--- src/rtl/pmfp_pkg.sv ---
// ---------------------------------------------------------------------------
// pmfp_pkg: shared types and constants of the PM sensor frame parser
// Frame layout, field widths and the parser-to-ring frame record.
// ---------------------------------------------------------------------------
package pmfp_pkg;

   localparam int BYTE_W = 8;
   localparam int PM_W   = 16;
   localparam int AVG_W  = 20;
   localparam int POS_W  = 4;
   localparam int FRAC_W = 4;

   localparam logic [BYTE_W-1:0] FRAME_HEADER = 8'd170;

   // byte positions inside the ten-byte frame
   localparam logic [POS_W-1:0] POS_HEADER  = 4'd0;
   localparam logic [POS_W-1:0] POS_CMD     = 4'd1;
   localparam logic [POS_W-1:0] POS_PM25_LO = 4'd2;
   localparam logic [POS_W-1:0] POS_PM25_HI = 4'd3;
   localparam logic [POS_W-1:0] POS_PM10_LO = 4'd4;
   localparam logic [POS_W-1:0] POS_PM10_HI = 4'd5;
   localparam logic [POS_W-1:0] POS_ID_LO   = 4'd6;
   localparam logic [POS_W-1:0] POS_ID_HI   = 4'd7;
   localparam logic [POS_W-1:0] POS_CHECK   = 4'd8;
   localparam logic [POS_W-1:0] POS_TAIL    = 4'd9;

   typedef struct packed {
      logic            done;
      logic            ok;
      logic [PM_W-1:0] pm25;
      logic [PM_W-1:0] pm10;
   } frame_type;

endpackage

--- src/rtl/pmfp_parser.sv ---
// ---------------------------------------------------------------------------
// pmfp_parser: byte-serial frame parser
// Hunts for the header, assembles the PM words and checks the frame sum.
// ---------------------------------------------------------------------------
module pmfp_parser (
   input  logic                        clock,
   input  logic                        reset,
   input  logic                        accept,
   input  logic [pmfp_pkg::BYTE_W-1:0] rx_byte,
   output pmfp_pkg::frame_type         frame
);

   logic [pmfp_pkg::POS_W-1:0]  pos_ff,  pos_in;
   logic [pmfp_pkg::BYTE_W-1:0] csum_ff, csum_in;
   logic [pmfp_pkg::PM_W-1:0]   pm25_ff, pm25_in;
   logic [pmfp_pkg::PM_W-1:0]   pm10_ff, pm10_in;

   always_comb begin
      pos_in  = pos_ff;
      csum_in = csum_ff;
      pm25_in = pm25_ff;
      pm10_in = pm10_ff;
      if (accept) begin
         pos_in = pos_ff + 4'd1;
         case (pos_ff)
            pmfp_pkg::POS_HEADER: begin
               // drop anything but the header while hunting
               if (rx_byte == pmfp_pkg::FRAME_HEADER) begin
                  csum_in = '0;
                  pm25_in = '0;
                  pm10_in = '0;
               end else begin
                  pos_in = pmfp_pkg::POS_HEADER;
               end
            end
            pmfp_pkg::POS_PM25_LO: begin
               pm25_in[7:0] = rx_byte;
               csum_in      = csum_ff + rx_byte;
            end
            pmfp_pkg::POS_PM25_HI: begin
               pm25_in[15:8] = rx_byte;
               csum_in       = csum_ff + rx_byte;
            end
            pmfp_pkg::POS_PM10_LO: begin
               pm10_in[7:0] = rx_byte;
               csum_in      = csum_ff + rx_byte;
            end
            pmfp_pkg::POS_PM10_HI: begin
               pm10_in[15:8] = rx_byte;
               csum_in       = csum_ff + rx_byte;
            end
            pmfp_pkg::POS_ID_LO,
            pmfp_pkg::POS_ID_HI: begin
               csum_in = csum_ff + rx_byte;
            end
            pmfp_pkg::POS_CHECK: begin
               // zero afterwards exactly when the checksum byte matches
               csum_in = csum_ff ^ rx_byte;
            end
            pmfp_pkg::POS_TAIL: begin
               pos_in = pmfp_pkg::POS_HEADER;
            end
            default: begin
            end
         endcase
      end
   end

   always_ff @(posedge clock) begin
      if (reset) begin
         pos_ff <= pmfp_pkg::POS_HEADER;
      end else begin
         pos_ff <= pos_in;
      end
      csum_ff <= csum_in;
      pm25_ff <= pm25_in;
      pm10_ff <= pm10_in;
   end

   assign frame.done = accept && (pos_ff == pmfp_pkg::POS_TAIL);
   assign frame.ok   = (csum_ff == '0);
   assign frame.pm25 = pm25_ff;
   assign frame.pm10 = pm10_ff;

endmodule

--- src/rtl/pmfp_ring.sv ---
// ---------------------------------------------------------------------------
// pmfp_ring: history ring and running sums
// Keeps the last DEPTH valid samples in a RAM and the sums of its entries.
// ---------------------------------------------------------------------------
module pmfp_ring #(
   parameter int DEPTH = 8
) (
   input  logic                                   clock,
   input  logic                                   reset,
   input  pmfp_pkg::frame_type                    frame,
   output logic [pmfp_pkg::PM_W+$clog2(DEPTH)-1:0] pm25_sum,
   output logic [pmfp_pkg::PM_W+$clog2(DEPTH)-1:0] pm10_sum
);

   localparam int SUM_W = pmfp_pkg::PM_W + $clog2(DEPTH);
   localparam int PTR_W = (DEPTH > 1) ? $clog2(DEPTH) : 1;
   localparam int ENT_W = 2 * pmfp_pkg::PM_W;

   logic [ENT_W-1:0] ring_mem [DEPTH];
   logic [ENT_W-1:0] old_ff;
   logic             old_valid_ff;
   logic [DEPTH-1:0] valid_ff, valid_in;
   logic [PTR_W-1:0] ptr_ff, ptr_in;
   logic [SUM_W-1:0] sum25_ff, sum25_in;
   logic [SUM_W-1:0] sum10_ff, sum10_in;
   logic [pmfp_pkg::PM_W-1:0] old25, old10;
   logic             store;

   assign store = frame.done && frame.ok;

   // entries never written since reset read as zero
   assign old25 = old_valid_ff ? old_ff[pmfp_pkg::PM_W-1:0] : '0;
   assign old10 = old_valid_ff ? old_ff[ENT_W-1:pmfp_pkg::PM_W] : '0;

   always_comb begin
      ptr_in   = ptr_ff;
      valid_in = valid_ff;
      sum25_in = sum25_ff;
      sum10_in = sum10_ff;
      if (store) begin
         ptr_in           = (ptr_ff == PTR_W'(DEPTH - 1)) ? '0 : ptr_ff + 1'b1;
         valid_in[ptr_ff] = 1'b1;
         sum25_in         = sum25_ff - SUM_W'(old25) + SUM_W'(frame.pm25);
         sum10_in         = sum10_ff - SUM_W'(old10) + SUM_W'(frame.pm10);
      end
   end

   always_ff @(posedge clock) begin
      if (reset) begin
         ptr_ff   <= '0;
         valid_ff <= '0;
         sum25_ff <= '0;
         sum10_ff <= '0;
      end else begin
         ptr_ff   <= ptr_in;
         valid_ff <= valid_in;
         sum25_ff <= sum25_in;
         sum10_ff <= sum10_in;
      end
   end

   // read ahead at the pointer; a frame lasts ten bytes, so the slot
   // data is settled long before the next store
   always_ff @(posedge clock) begin
      if (store) begin
         ring_mem[ptr_ff] <= {frame.pm10, frame.pm25};
      end
      old_ff       <= ring_mem[ptr_ff];
      old_valid_ff <= valid_ff[ptr_ff];
   end

   assign pm25_sum = sum25_in;
   assign pm10_sum = sum10_in;

endmodule

--- src/rtl/pmfp_mean.sv ---
// ---------------------------------------------------------------------------
// pmfp_mean: ring mean by constant reciprocal
// Computes (sum * 16) / DEPTH, truncated, with one multiply and a shift.
// ---------------------------------------------------------------------------
module pmfp_mean #(
   parameter int DEPTH = 8
) (
   input  logic [pmfp_pkg::PM_W+$clog2(DEPTH)-1:0] sum,
   output logic [pmfp_pkg::AVG_W-1:0]              average
);

   localparam int SUM_W = pmfp_pkg::PM_W + $clog2(DEPTH);
   localparam int N     = SUM_W + pmfp_pkg::FRAC_W;
   localparam int L     = $clog2(DEPTH);
   localparam int P_W   = 2 * N + 1;
   // floor(2^(N+L) / DEPTH) + 1 gives an exact quotient for any N-bit dividend
   localparam logic [N:0] RECIP = (N + 1)'(((64'd1 << (N + L)) / DEPTH) + 64'd1);

   logic [N-1:0]   dividend;
   logic [P_W-1:0] product;

   assign dividend = {sum, {pmfp_pkg::FRAC_W{1'b0}}};
   assign product  = P_W'(dividend) * P_W'(RECIP);
   assign average  = product[N + L +: pmfp_pkg::AVG_W];

endmodule

--- src/rtl/pm_sensor_frame_parser_avg_top.sv ---
// ---------------------------------------------------------------------------
// pm_sensor_frame_parser_avg_top: PM sensor frame parser with ring mean
// Parses ten-byte sensor frames and reports values, averages and status.
// ---------------------------------------------------------------------------
// One byte is taken per transfer, one per clock at full rate. Bytes other
// than the header 170 are dropped while hunting for a frame. The tenth byte
// of every frame yields one registered result: the frame's PM2.5 and
// PM10 in tenths (zero on a checksum mismatch), the means over the last
// HISTORY_DEPTH stored samples in tenths with 4 fraction bits, and the
// checksum status in tuser. The history sits in a RAM read ahead at the
// ring pointer, with a valid bit per entry cleared at reset, so no clearing
// pass is needed. The means come from running sums through one reciprocal
// multiply per value, between the frame stage and the output register.
// Input is held off only when both the frame stage and the output register
// hold results that the sink has not taken.
// ---------------------------------------------------------------------------
module pm_sensor_frame_parser_avg_top #(
   parameter int HISTORY_DEPTH = 8
) (
   input  logic        clock,
   input  logic        reset,
   input  logic        req_tvalid,
   output logic        req_tready,
   input  logic [7:0]  req_tdata,   // [7:0] rx_byte
   output logic        rsp_tvalid,
   input  logic        rsp_tready,
   // [15:0] pm25_tenths, [31:16] pm10_tenths, [51:32] pm25_average,
   // [71:52] pm10_average
   output logic [71:0] rsp_tdata,
   output logic        rsp_tuser    // [0] checksum_ok
);

   localparam int SUM_W = pmfp_pkg::PM_W + $clog2(HISTORY_DEPTH);

   pmfp_pkg::frame_type frame;
   logic                req_accept;
   logic [SUM_W-1:0]    pm25_sum, pm10_sum;
   logic [pmfp_pkg::AVG_W-1:0] pm25_avg, pm10_avg;

   logic                      s1_valid_ff, s1_valid_in;
   logic                      s1_ok_ff;
   logic [pmfp_pkg::PM_W-1:0] s1_pm25_ff, s1_pm10_ff;
   logic [SUM_W-1:0]          s1_sum25_ff, s1_sum10_ff;
   logic                      rsp_valid_ff, rsp_valid_in;
   logic [71:0]               rsp_data_ff;
   logic                      rsp_ok_ff;
   logic                      s2_load;

   assign s2_load    = s1_valid_ff && (!rsp_valid_ff || rsp_tready);
   assign req_tready = !s1_valid_ff || s2_load;
   assign req_accept = req_tvalid && req_tready;

   pmfp_parser u_parser (
      .clock   (clock),
      .reset   (reset),
      .accept  (req_accept),
      .rx_byte (req_tdata),
      .frame   (frame)
   );

   pmfp_ring #(
      .DEPTH (HISTORY_DEPTH)
   ) u_ring (
      .clock    (clock),
      .reset    (reset),
      .frame    (frame),
      .pm25_sum (pm25_sum),
      .pm10_sum (pm10_sum)
   );

   always_comb begin
      s1_valid_in = s1_valid_ff;
      if (frame.done) begin
         s1_valid_in = 1'b1;
      end else if (s2_load) begin
         s1_valid_in = 1'b0;
      end
      rsp_valid_in = rsp_valid_ff;
      if (s2_load) begin
         rsp_valid_in = 1'b1;
      end else if (rsp_tready) begin
         rsp_valid_in = 1'b0;
      end
   end

   always_ff @(posedge clock) begin
      if (reset) begin
         s1_valid_ff  <= 1'b0;
         rsp_valid_ff <= 1'b0;
      end else begin
         s1_valid_ff  <= s1_valid_in;
         rsp_valid_ff <= rsp_valid_in;
      end
   end

   // frame stage: hold the values and the sums after this frame
   always_ff @(posedge clock) begin
      if (frame.done) begin
         s1_ok_ff    <= frame.ok;
         s1_pm25_ff  <= frame.ok ? frame.pm25 : '0;
         s1_pm10_ff  <= frame.ok ? frame.pm10 : '0;
         s1_sum25_ff <= pm25_sum;
         s1_sum10_ff <= pm10_sum;
      end
   end

   pmfp_mean #(
      .DEPTH (HISTORY_DEPTH)
   ) u_mean25 (
      .sum     (s1_sum25_ff),
      .average (pm25_avg)
   );

   pmfp_mean #(
      .DEPTH (HISTORY_DEPTH)
   ) u_mean10 (
      .sum     (s1_sum10_ff),
      .average (pm10_avg)
   );

   always_ff @(posedge clock) begin
      if (s2_load) begin
         rsp_data_ff <= {pm10_avg, pm25_avg, s1_pm10_ff, s1_pm25_ff};
         rsp_ok_ff   <= s1_ok_ff;
      end
   end

   assign rsp_tvalid = rsp_valid_ff;
   assign rsp_tdata  = rsp_data_ff;
   assign rsp_tuser  = rsp_ok_ff;

   // a dropped frame reports zero tenths
   a_bad_frame_zero : assert property (@(posedge clock) disable iff (reset)
      (rsp_tvalid && !rsp_tuser) |-> (rsp_tdata[31:0] == 32'd0))
      else $error("checksum failure with nonzero values");

   // a pending frame result is never overwritten or lost
   a_s1_hold : assert property (@(posedge clock) disable iff (reset)
      (s1_valid_ff && !s2_load) |=> (s1_valid_ff && $stable(s1_sum25_ff)))
      else $error("frame stage result lost");

   // input is held off only with both stages full
   a_backpressure : assert property (@(posedge clock) disable iff (reset)
      !req_tready |-> (s1_valid_ff && rsp_tvalid && !rsp_tready))
      else $error("input stalled without a full pipeline");

   // the means never exceed the largest possible sample
   a_avg_range : assert property (@(posedge clock) disable iff (reset)
      rsp_tvalid |-> ((rsp_tdata[51:32] <= 20'hFFFF0) && (rsp_tdata[71:52] <= 20'hFFFF0)))
      else $error("ring mean out of range");

endmodule

--- config.mk ---
export PLATFORM = sky130hd
export DESIGN_NAME = pm_sensor_frame_parser_avg_top
export DESIGN_NICKNAME = d
export VERILOG_FILES = /design/src/rtl/pmfp_pkg.sv /design/src/rtl/pmfp_parser.sv /design/src/rtl/pmfp_ring.sv /design/src/rtl/pmfp_mean.sv /design/src/rtl/pm_sensor_frame_parser_avg_top.sv
export SDC_FILE = /design/constraint.sdc
export NUM_CORES = 1
export LEC_CHECK = 0
export BUFFER_PORTS_ARGS = -buffer_cell sky130_fd_sc_hd__buf_4
export CORE_MARGIN = 5
export CORE_UTILIZATION = 50
export DETAILED_ROUTE_END_ITERATION = 6
export GPL_ROUTABILITY_DRIVEN = 0
export PLACE_DENSITY = 0.67
export SLEW_MARGIN = 20
export SYNTH_ARGS = -nofsm -noshare
export SYNTH_HDL_FRONTEND = slang
export SYNTH_SLANG_ARGS = --single-unit
export TNS_END_PERCENT = 10
--- constraint.sdc ---
create_clock -name clock -period 7.1 [get_ports clock]
set_input_delay 0.355 -clock clock [delete_from_list [all_inputs] [get_ports clock]]
set_output_delay 0.355 -clock clock [all_outputs]
set_load 0.1 [all_outputs]
==> results of run 1 <==
cell usage after synthesis, types with 11 or more instances:
cell      instances
nor2b_1          32
and2_1           53
nor2_1           62
nand3_1          12
a21oi_1          52
nand2_1          64
and3_1           29
a21o_1           17
nor3_1           44
dfxtp_1          88
a22oi_1         133
o21ai_0          47
xnor2_1          17
ha_1             51
nand4_1          43
inv_1           142
edfxtp_1        438
clkbuf_1         56
fa_1             33
mux2i_1          11
critical path: cells and delay by family (launching register included):
family                   cells  cell delay [ns]
AND/OR/NAND/NOR              5             1.27
flip-flops                   1             0.90
adder cells (fa/ha/maj)      2             0.75
AO/OA/AOI/OAI                3             0.73
buffers and inverters        1             0.07
kinds of logic (layout without fill, tap and decap cells):
| family | count (synthesis) | in the layout | share of synthesized area |
|---|---|---|---|
| simple gates | 380 | 380 | 0.0953 |
| compound gates | 306 | 306 | 0.0960 |
| mux | 12 | 12 | 0.00564 |
| flops | 526 | 526 | 0.692 |
| other cells | 1 | 2 | 0.000174 |
| buf+inv | 212 | 340 | 0.0392 |
| fa+ha+maj | 84 | 84 | 0.0603 |
| xor+xnor | 27 | 27 | 0.0110 |
sequential cells by signal, indices dropped and copies added (netlist names), 4 cells and up:
register and flops:
u_ring.ring_mem 256, rsp_tdata 70, u_ring.old_ff 32, s1_sum10_ff 19, s1_sum25_ff 19, u_ring.sum10_ff 19
u_ring.sum25_ff 19, s1_pm10_ff 16, s1_pm25_ff 16, u_parser.pm10_ff 16, u_parser.pm25_ff 16, u_parser.csum_ff 8
u_ring.valid_ff 8, u_parser.pos_ff 4
layout make-up:
class / count / area, µm² / area share
sequential: 526 / 14900 / 0.610
multi-input combinational: 811 / 5850 / 0.239
clock buffer: 72 / 1460 / 0.0596
timing repair buffer: 102 / 766 / 0.0313
tap: 585 / 732 / 0.0299
inverter: 142 / 534 / 0.0219
clock inverter: 24 / 198 / 0.00809
per-layer routing:
layer | wire length [µm] | part of all wire | GRT usage | vias up
met2 | 20500 | 0.44 | 0.299 | 495
met3 | 4390 | 0.094 | 0.0534 | 81
met1 | 21000 | 0.45 | 0.288 | 6219
li1 | - | - | - | 5906
met4 | 999 | 0.021 | 0.0497 | 0
met5 | 0 | 0 | 0 | -
stage by stage:
step	hold WS (ns)	total power, W	cells	worst slack, ns
5_1_grt	0.0957	0.00638	2262	2.96
6_report	0.116	0.00617	2262	3.23
3_5_place_dp	0.405	0.00360	2166	3.23
2_1_floorplan	0.400	0.00354	1549	0.345
3_3_place_gp	0.401	0.00359	2166	3.34
4_1_cts	0.0978	0.00621	2262	3.24
where the power goes:
group	switching, W	internal [W]	leakage [nW]
combinational	0.000122	0.0000681	3.33
sequential	0.0000195	0.00332	4.75
clock	0.00113	0.00151	0.817
total	0.00127	0.00490	8.90
worst max-delay path by stage:
stage	to	startpoint
5_1_grt	u_ring.sum10_ff[18]	u_ring.old_valid_ff
2_1_floorplan	u_ring.ring_mem[5][0]	rsp_tvalid
3_3_place_gp	s1_sum10_ff[18]	u_ring.old_valid_ff
3_5_place_dp	u_ring.sum10_ff[18]	u_ring.old_valid_ff
4_1_cts	u_ring.sum10_ff[18]	u_ring.old_valid_ff
6_report	s1_sum10_ff[18]	u_ring.old_valid_ff
==> results.py, run 1 <==
metrics = {
    "final_layout": {
        "stdcell_area_um2": 24500,
        "final_nets": 1730,
        "layout_common_cells": "438 x edfxtp_1, 141 x inv_1, 133 x a22oi_1",
        "layout_commonest_cell": "edfxtp_1",
        "fillers": 3318,
        "drive_above_1_share": 0.122,
        "syn2layout_area_growth_pct": 13.5,
        "antennaDiodeCount": 0,
        "final_util": 0.570,
    },
    "worst_setup_path": {
        "worstSetupPathType": "reg -> reg",
        "crit_required_ns": 7.55,
        "worstRegToRegCells": 11,
        "critPathArrivalTime_ns": 4.32,
        "path_cells": "and2_1 -> fa_1 -> inv_1 -> ha_1 -> a21oi_4 -> nor2_1 -> or4b_1 -> a221o_1 -> or4_1 -> o21a_1 -> nand3_1",
        "crit_path_start_kind": "flop",
        "slowest_stage": "dfxtp_1",
        "slowest_delay_ns": 0.90,
        "regToRegEndpoint": "s1_sum10_ff[18]",
        "critPathMaxFanout": 32,
        "end_kind": "flop",
        "r2r-start": "u_ring.old_valid_ff",
        "r2r_slack_ns": 3.23,
    },
    "synthesis": {
        "synth_cell_type_count": 67,
        "synth_seq_cells": 526,
        "netlist_area_um2": 21500,
        "synth_edf_count": 438,
        "postSynthCellCount": 1548,
        "yosys.area.top_type_share": 0.611,
        "ys_seq_area_frac": 0.692,
        "yosys-top-cells-area": "edfxtp_1 61%, dfxtp_1 8.2%, a22oi_1 4.6%, fa_1 3.1%, ha_1 3.0%",
        "synth_area_leader_cell": "edfxtp_1",
        "async_flop_share": 0,
        "syn_avg_cell_area_um2": 13.9,
        "yosysWarnings": 0,
        "synth_ff_type": "edfxtp_1",
    },
    "hold_path": {
        "hp-class": "in -> reg",
        "hold_end": "u_parser.pm10_ff[0]",
        "hold_start": "req_tdata[0]",
        "whs_path_depth": 2,
    },
    "routing": {
        "avgRoutedWirePerCell_um": 20.7,
        "drc": 0,
        "vias_per_cell": 5.61,
        "dr_total_vias": 12700,
        "routed_wl_mm": 46.9,
        "first_iter_violations": 1137,
        "firstDrtPassIters": 5,
        "detail-route-antenna-nets": 0,
    },
    "die": {
        "io_pins": 87,
        "coreArea_um2": 42900,
        "std_cell_rows": 76,
        "die_area_um2": 47300,
        "fp.dieW_um": 218,
        "die_y_um": 218,
        "start_util": 0.502,
    },
    "timing": {
        "setup_violations": 0,
        "setup_tns_ns": 0,
        "final-hold-violation-count": 0,
        "timing.fmax_mhz": 258,
        "rsz0062_at_grt": "no",
        "worstMarginPinSlew_ns": 1.13,
        "skew_ns": 0.0114,
        "period_minus_slack_ns": 3.87,
        "finalCritPeriodShare": 0.545,
        "max_slew_margin": 0.245,
        "maxSlewViolCount": 0,
    },
    "placement": {
        "dp_hpwl_mm": 29.3,
        "place_area_um2": 22800,
        "io_buffer_count": 84,
    },
    "grt": {
        "overflow": 0,
        "grt_max_degree": 73,
        "grt_usage": 0.198,
        "grt_pass1_vias": 12600,
        "antenna_found_initial": 1,
        "grt_pass1_wl_mm": 72.8,
    },
    "cts": {
        "cts_tree": "built",
        "cts.repair.resized": 0,
        "cts.sinks": 526,
        "worstSkewPairLatency_ns": 0.59,
        "cts_setup_buffers": 0,
        "cts_buffer_depth": 3,
        "h-tree-depth": 2,
        "ctsHoldBuffers": 0,
        "cts_made_buffers": 51,
        "cts_root_buf": "clkbuf_16",
        "clk_pin_slew_ns": 0.06,
    },
    "pwr": {
        "vdd_drop_max_v": 0.000173,
        "power.leakage_nw": 8.90,
        "p_per_area_nw_per_um2": 252,
    },
    "status": {
        "status": "completed",
    },
    "job": {
        "maxCapViolCount": 0,
    },
}
(Power assumes the default switching activity.)
==> run 2: changes to the inputs <==
--- a/config.mk
+++ b/config.mk
@@ -10,7 +10,7 @@
 export CORE_UTILIZATION = 50
 export DETAILED_ROUTE_END_ITERATION = 6
 export GPL_ROUTABILITY_DRIVEN = 0
-export PLACE_DENSITY = 0.67
+export PLACE_DENSITY = 0.69
 export SLEW_MARGIN = 20
 export SYNTH_ARGS = -nofsm -noshare
 export SYNTH_HDL_FRONTEND = slang
==> constraint.sdc (replaced) <==
create_clock -name clock -period 3.1 [get_ports clock]
set_input_delay 0.155 -clock clock [delete_from_list [all_inputs] [get_ports clock]]
set_output_delay 0.155 -clock clock [all_outputs]
set_load 0.1 [all_outputs]
==> results.py, run 2 (synthesis gave the netlist of run 1 again) <==
metrics = {
    "cts": {
        "worstSkewPairLatency_ns": 0.59,
        "cts.sinks": 526,
        "clk_pin_slew_ns": 0.06,
        "h-tree-depth": 2,
        "cts_tree": "built",
        "cts_buffer_depth": 3,
        "cts_root_buf": "clkbuf_16",
        "cts_made_buffers": 52,
    },
    "worst_setup_path": {
        "slowest_delay_ns": 0.49,
        "critPathArrivalTime_ns": 3.58,
        "end_kind": "flop",
        "cp-startpoint": "u_ring.old_valid_ff",
        "path_cells": "buf_6 -> and2_4 -> fa_1 -> inv_1 -> ha_1 -> nand2_1 -> nor2_1 -> or4b_4 -> a221o_1 -> or4_1 -> o21a_1 -> nand3_1",
        "r2r-start": "u_ring.old_valid_ff",
        "critPathBufInv": 2,
        "critPathMaxFanout": 8,
        "crit_required_ns": 3.54,
        "crit_family": "simple AND/OR/NAND/NOR gates",
        "slowest_stage": "or4b_4",
        "worstSetupPathType": "reg -> reg",
        "crit_path_start_kind": "flop",
    },
    "hold_path": {
        "hold_start": "req_tvalid",
        "hp-class": "in -> reg",
    },
    "final_layout": {
        "antennaDiodeCount": 0,
        "final_util": 0.608,
        "top_regs": "u_ring.ring_mem (256), rsp_tdata (70), u_ring.old_ff (32)",
        "syn2layout_area_growth_pct": 21.1,
        "layout_common_cells": "438 x edfxtp_1, 221 x buf_4, 135 x inv_1",
        "regMostFlops": "u_ring.ring_mem",
        "drive_above_1_share": 0.211,
        "layout_commonest_cell": "edfxtp_1",
        "largest_reg_flops": 256,
        "layout.cells.non_filler": 2404,
        "final_nets": 1875,
    },
    "status": {
        "status": "finished, violations left",
        "violations": "setup timing",
    },
    "timing": {
        "worstMarginPinSlew_ns": 0.979,
        "setup_violations": 2,
        "final-hold-violation-count": 0,
        "maxSlewViolCount": 0,
        "timing.fmax_mhz": 319,
        "period_minus_slack_ns": 3.13,
        "finalCritPeriodShare": 1.01,
        "rsz0062_at_grt": "yes",
        "max_slew_margin": 0.347,
        "skew_ns": 0.0229,
        "fin_ws_ns": -0.0344,
    },
    "die": {
        "io_pins": 87,
        "start_util": 0.502,
        "fp.dieW_um": 218,
        "coreArea_um2": 42900,
        "die_area_um2": 47300,
        "std_cell_rows": 76,
        "die_y_um": 218,
    },
    "placement": {
        "place_inst": 2291,
        "io_buffer_count": 84,
        "dp_hpwl_mm": 31.4,
    },
    "grt": {
        "grt_max_degree": 72,
        "grt_pass1_wl_mm": 76.1,
        "grt_pass1_vias": 13200,
        "grt_usage": 0.208,
        "antenna_found_initial": 2,
        "overflow": 0,
    },
    "routing": {
        "detail-route-antenna-nets": 0,
        "avgRoutedWirePerCell_um": 20.5,
        "firstDrtPassIters": 5,
        "drc": 0,
        "dr_total_vias": 13300,
        "vias_per_cell": 5.54,
        "routed_wl_mm": 49.4,
        "first_iter_violations": 1311,
    },
    "pwr": {
        "power.leakage_nw": 9.65,
        "p_per_area_nw_per_um2": 556,
        "vdd_drop_max_v": 0.000428,
    },
    "job": {
        "maxCapViolCount": 0,
    },
}
[run 2: cell types whose count changed in the layout (fill, tap and decap cells not counted), moves of 10 or more]
cell / previous run / this run
a21oi_1: 52 / 39
dlygate4sd3_1: 0 / 10
ha_4: 0 / 10
a21oi_2: 0 / 12
ha_1: 51 / 40
buf_12: 0 / 13
buf_4: 102 / 221
[run 2: final timing paths]
path	endpoint	slack (ns)	depth (start not counted)
max	s1_sum10_ff[18]	-0.03	12
min	u_parser.pos_ff[0]	0.18	4
min reg2reg	rsp_tdata[13]	0.40	0
max reg2reg	s1_sum10_ff[18]	-0.03	12
[run 2: timing repair]
action / 4_1_cts / 5_1_grt
endpoints found under the hold margin: 40 / 0
setup buffers: 5 / 4
gates resized for setup: 29 / 45
hold buffers: 10 / 0
endpoints found under the setup margin: 39 / 42
cloned: 0 / 0
pin swaps: 1 / 24
[run 2: cell type report]
class | instances | area [µm²]
Fill cell | 3202 | 16800
Sequential cell | 526 | 14900
Multi-Input combinational cell | 811 | 6150
Timing Repair Buffer | 246 | 2040
Clock buffer | 63 | 1360
Tap cell | 585 | 732
Inverter | 142 | 537
Clock inverter | 31 | 338
[run 2: worst register-to-register path, cell delays in order (launching register included)]
cell	delay (ns)
dfxtp_4	0.37
buf_6	0.12
and2_4	0.13
fa_1	0.47
inv_1	0.05
ha_1	0.30
nand2_1	0.06
nor2_1	0.04
or4b_4	0.49
a221o_1	0.32
or4_1	0.39
o21a_1	0.19
nand3_1	0.06
[run 2: through the flow]
stage	cell area (µm²)	setup WS, ns	TNS (ns)	hold slack, ns	power (W)
after global placement	23900	-0.166	-1.82	0.401	0.00832
after CTS	25800	-0.0685	-0.237	0.129	0.0146
after detailed placement	23900	-0.241	-3.59	0.405	0.00834
final	26100	-0.0344	-0.0612	0.178	0.0145
after floorplan	21600	-1.23	-451.74	0.340	0.00811
after global routing	26100	-0.173	-1.19	0.190	0.0150
[run 2: per-layer routing]
metal | GRT usage | up-vias | routed length [µm]
li1 | - | 6195 | -
met1 | 0.303 | 6475 | 21400
met2 | 0.317 | 529 | 22200
met3 | 0.0412 | 107 | 4240
met4 | 0.0685 | 2 | 1520
met5 | 0 | - | 12
[run 2: where the power goes]
group | internal, W | switching (W)
Sequential | 0.00761 | 0.0000198
Clock | 0.00371 | 0.00254
Combinational | 0.000276 | 0.000351
Total | 0.0116 | 0.00291
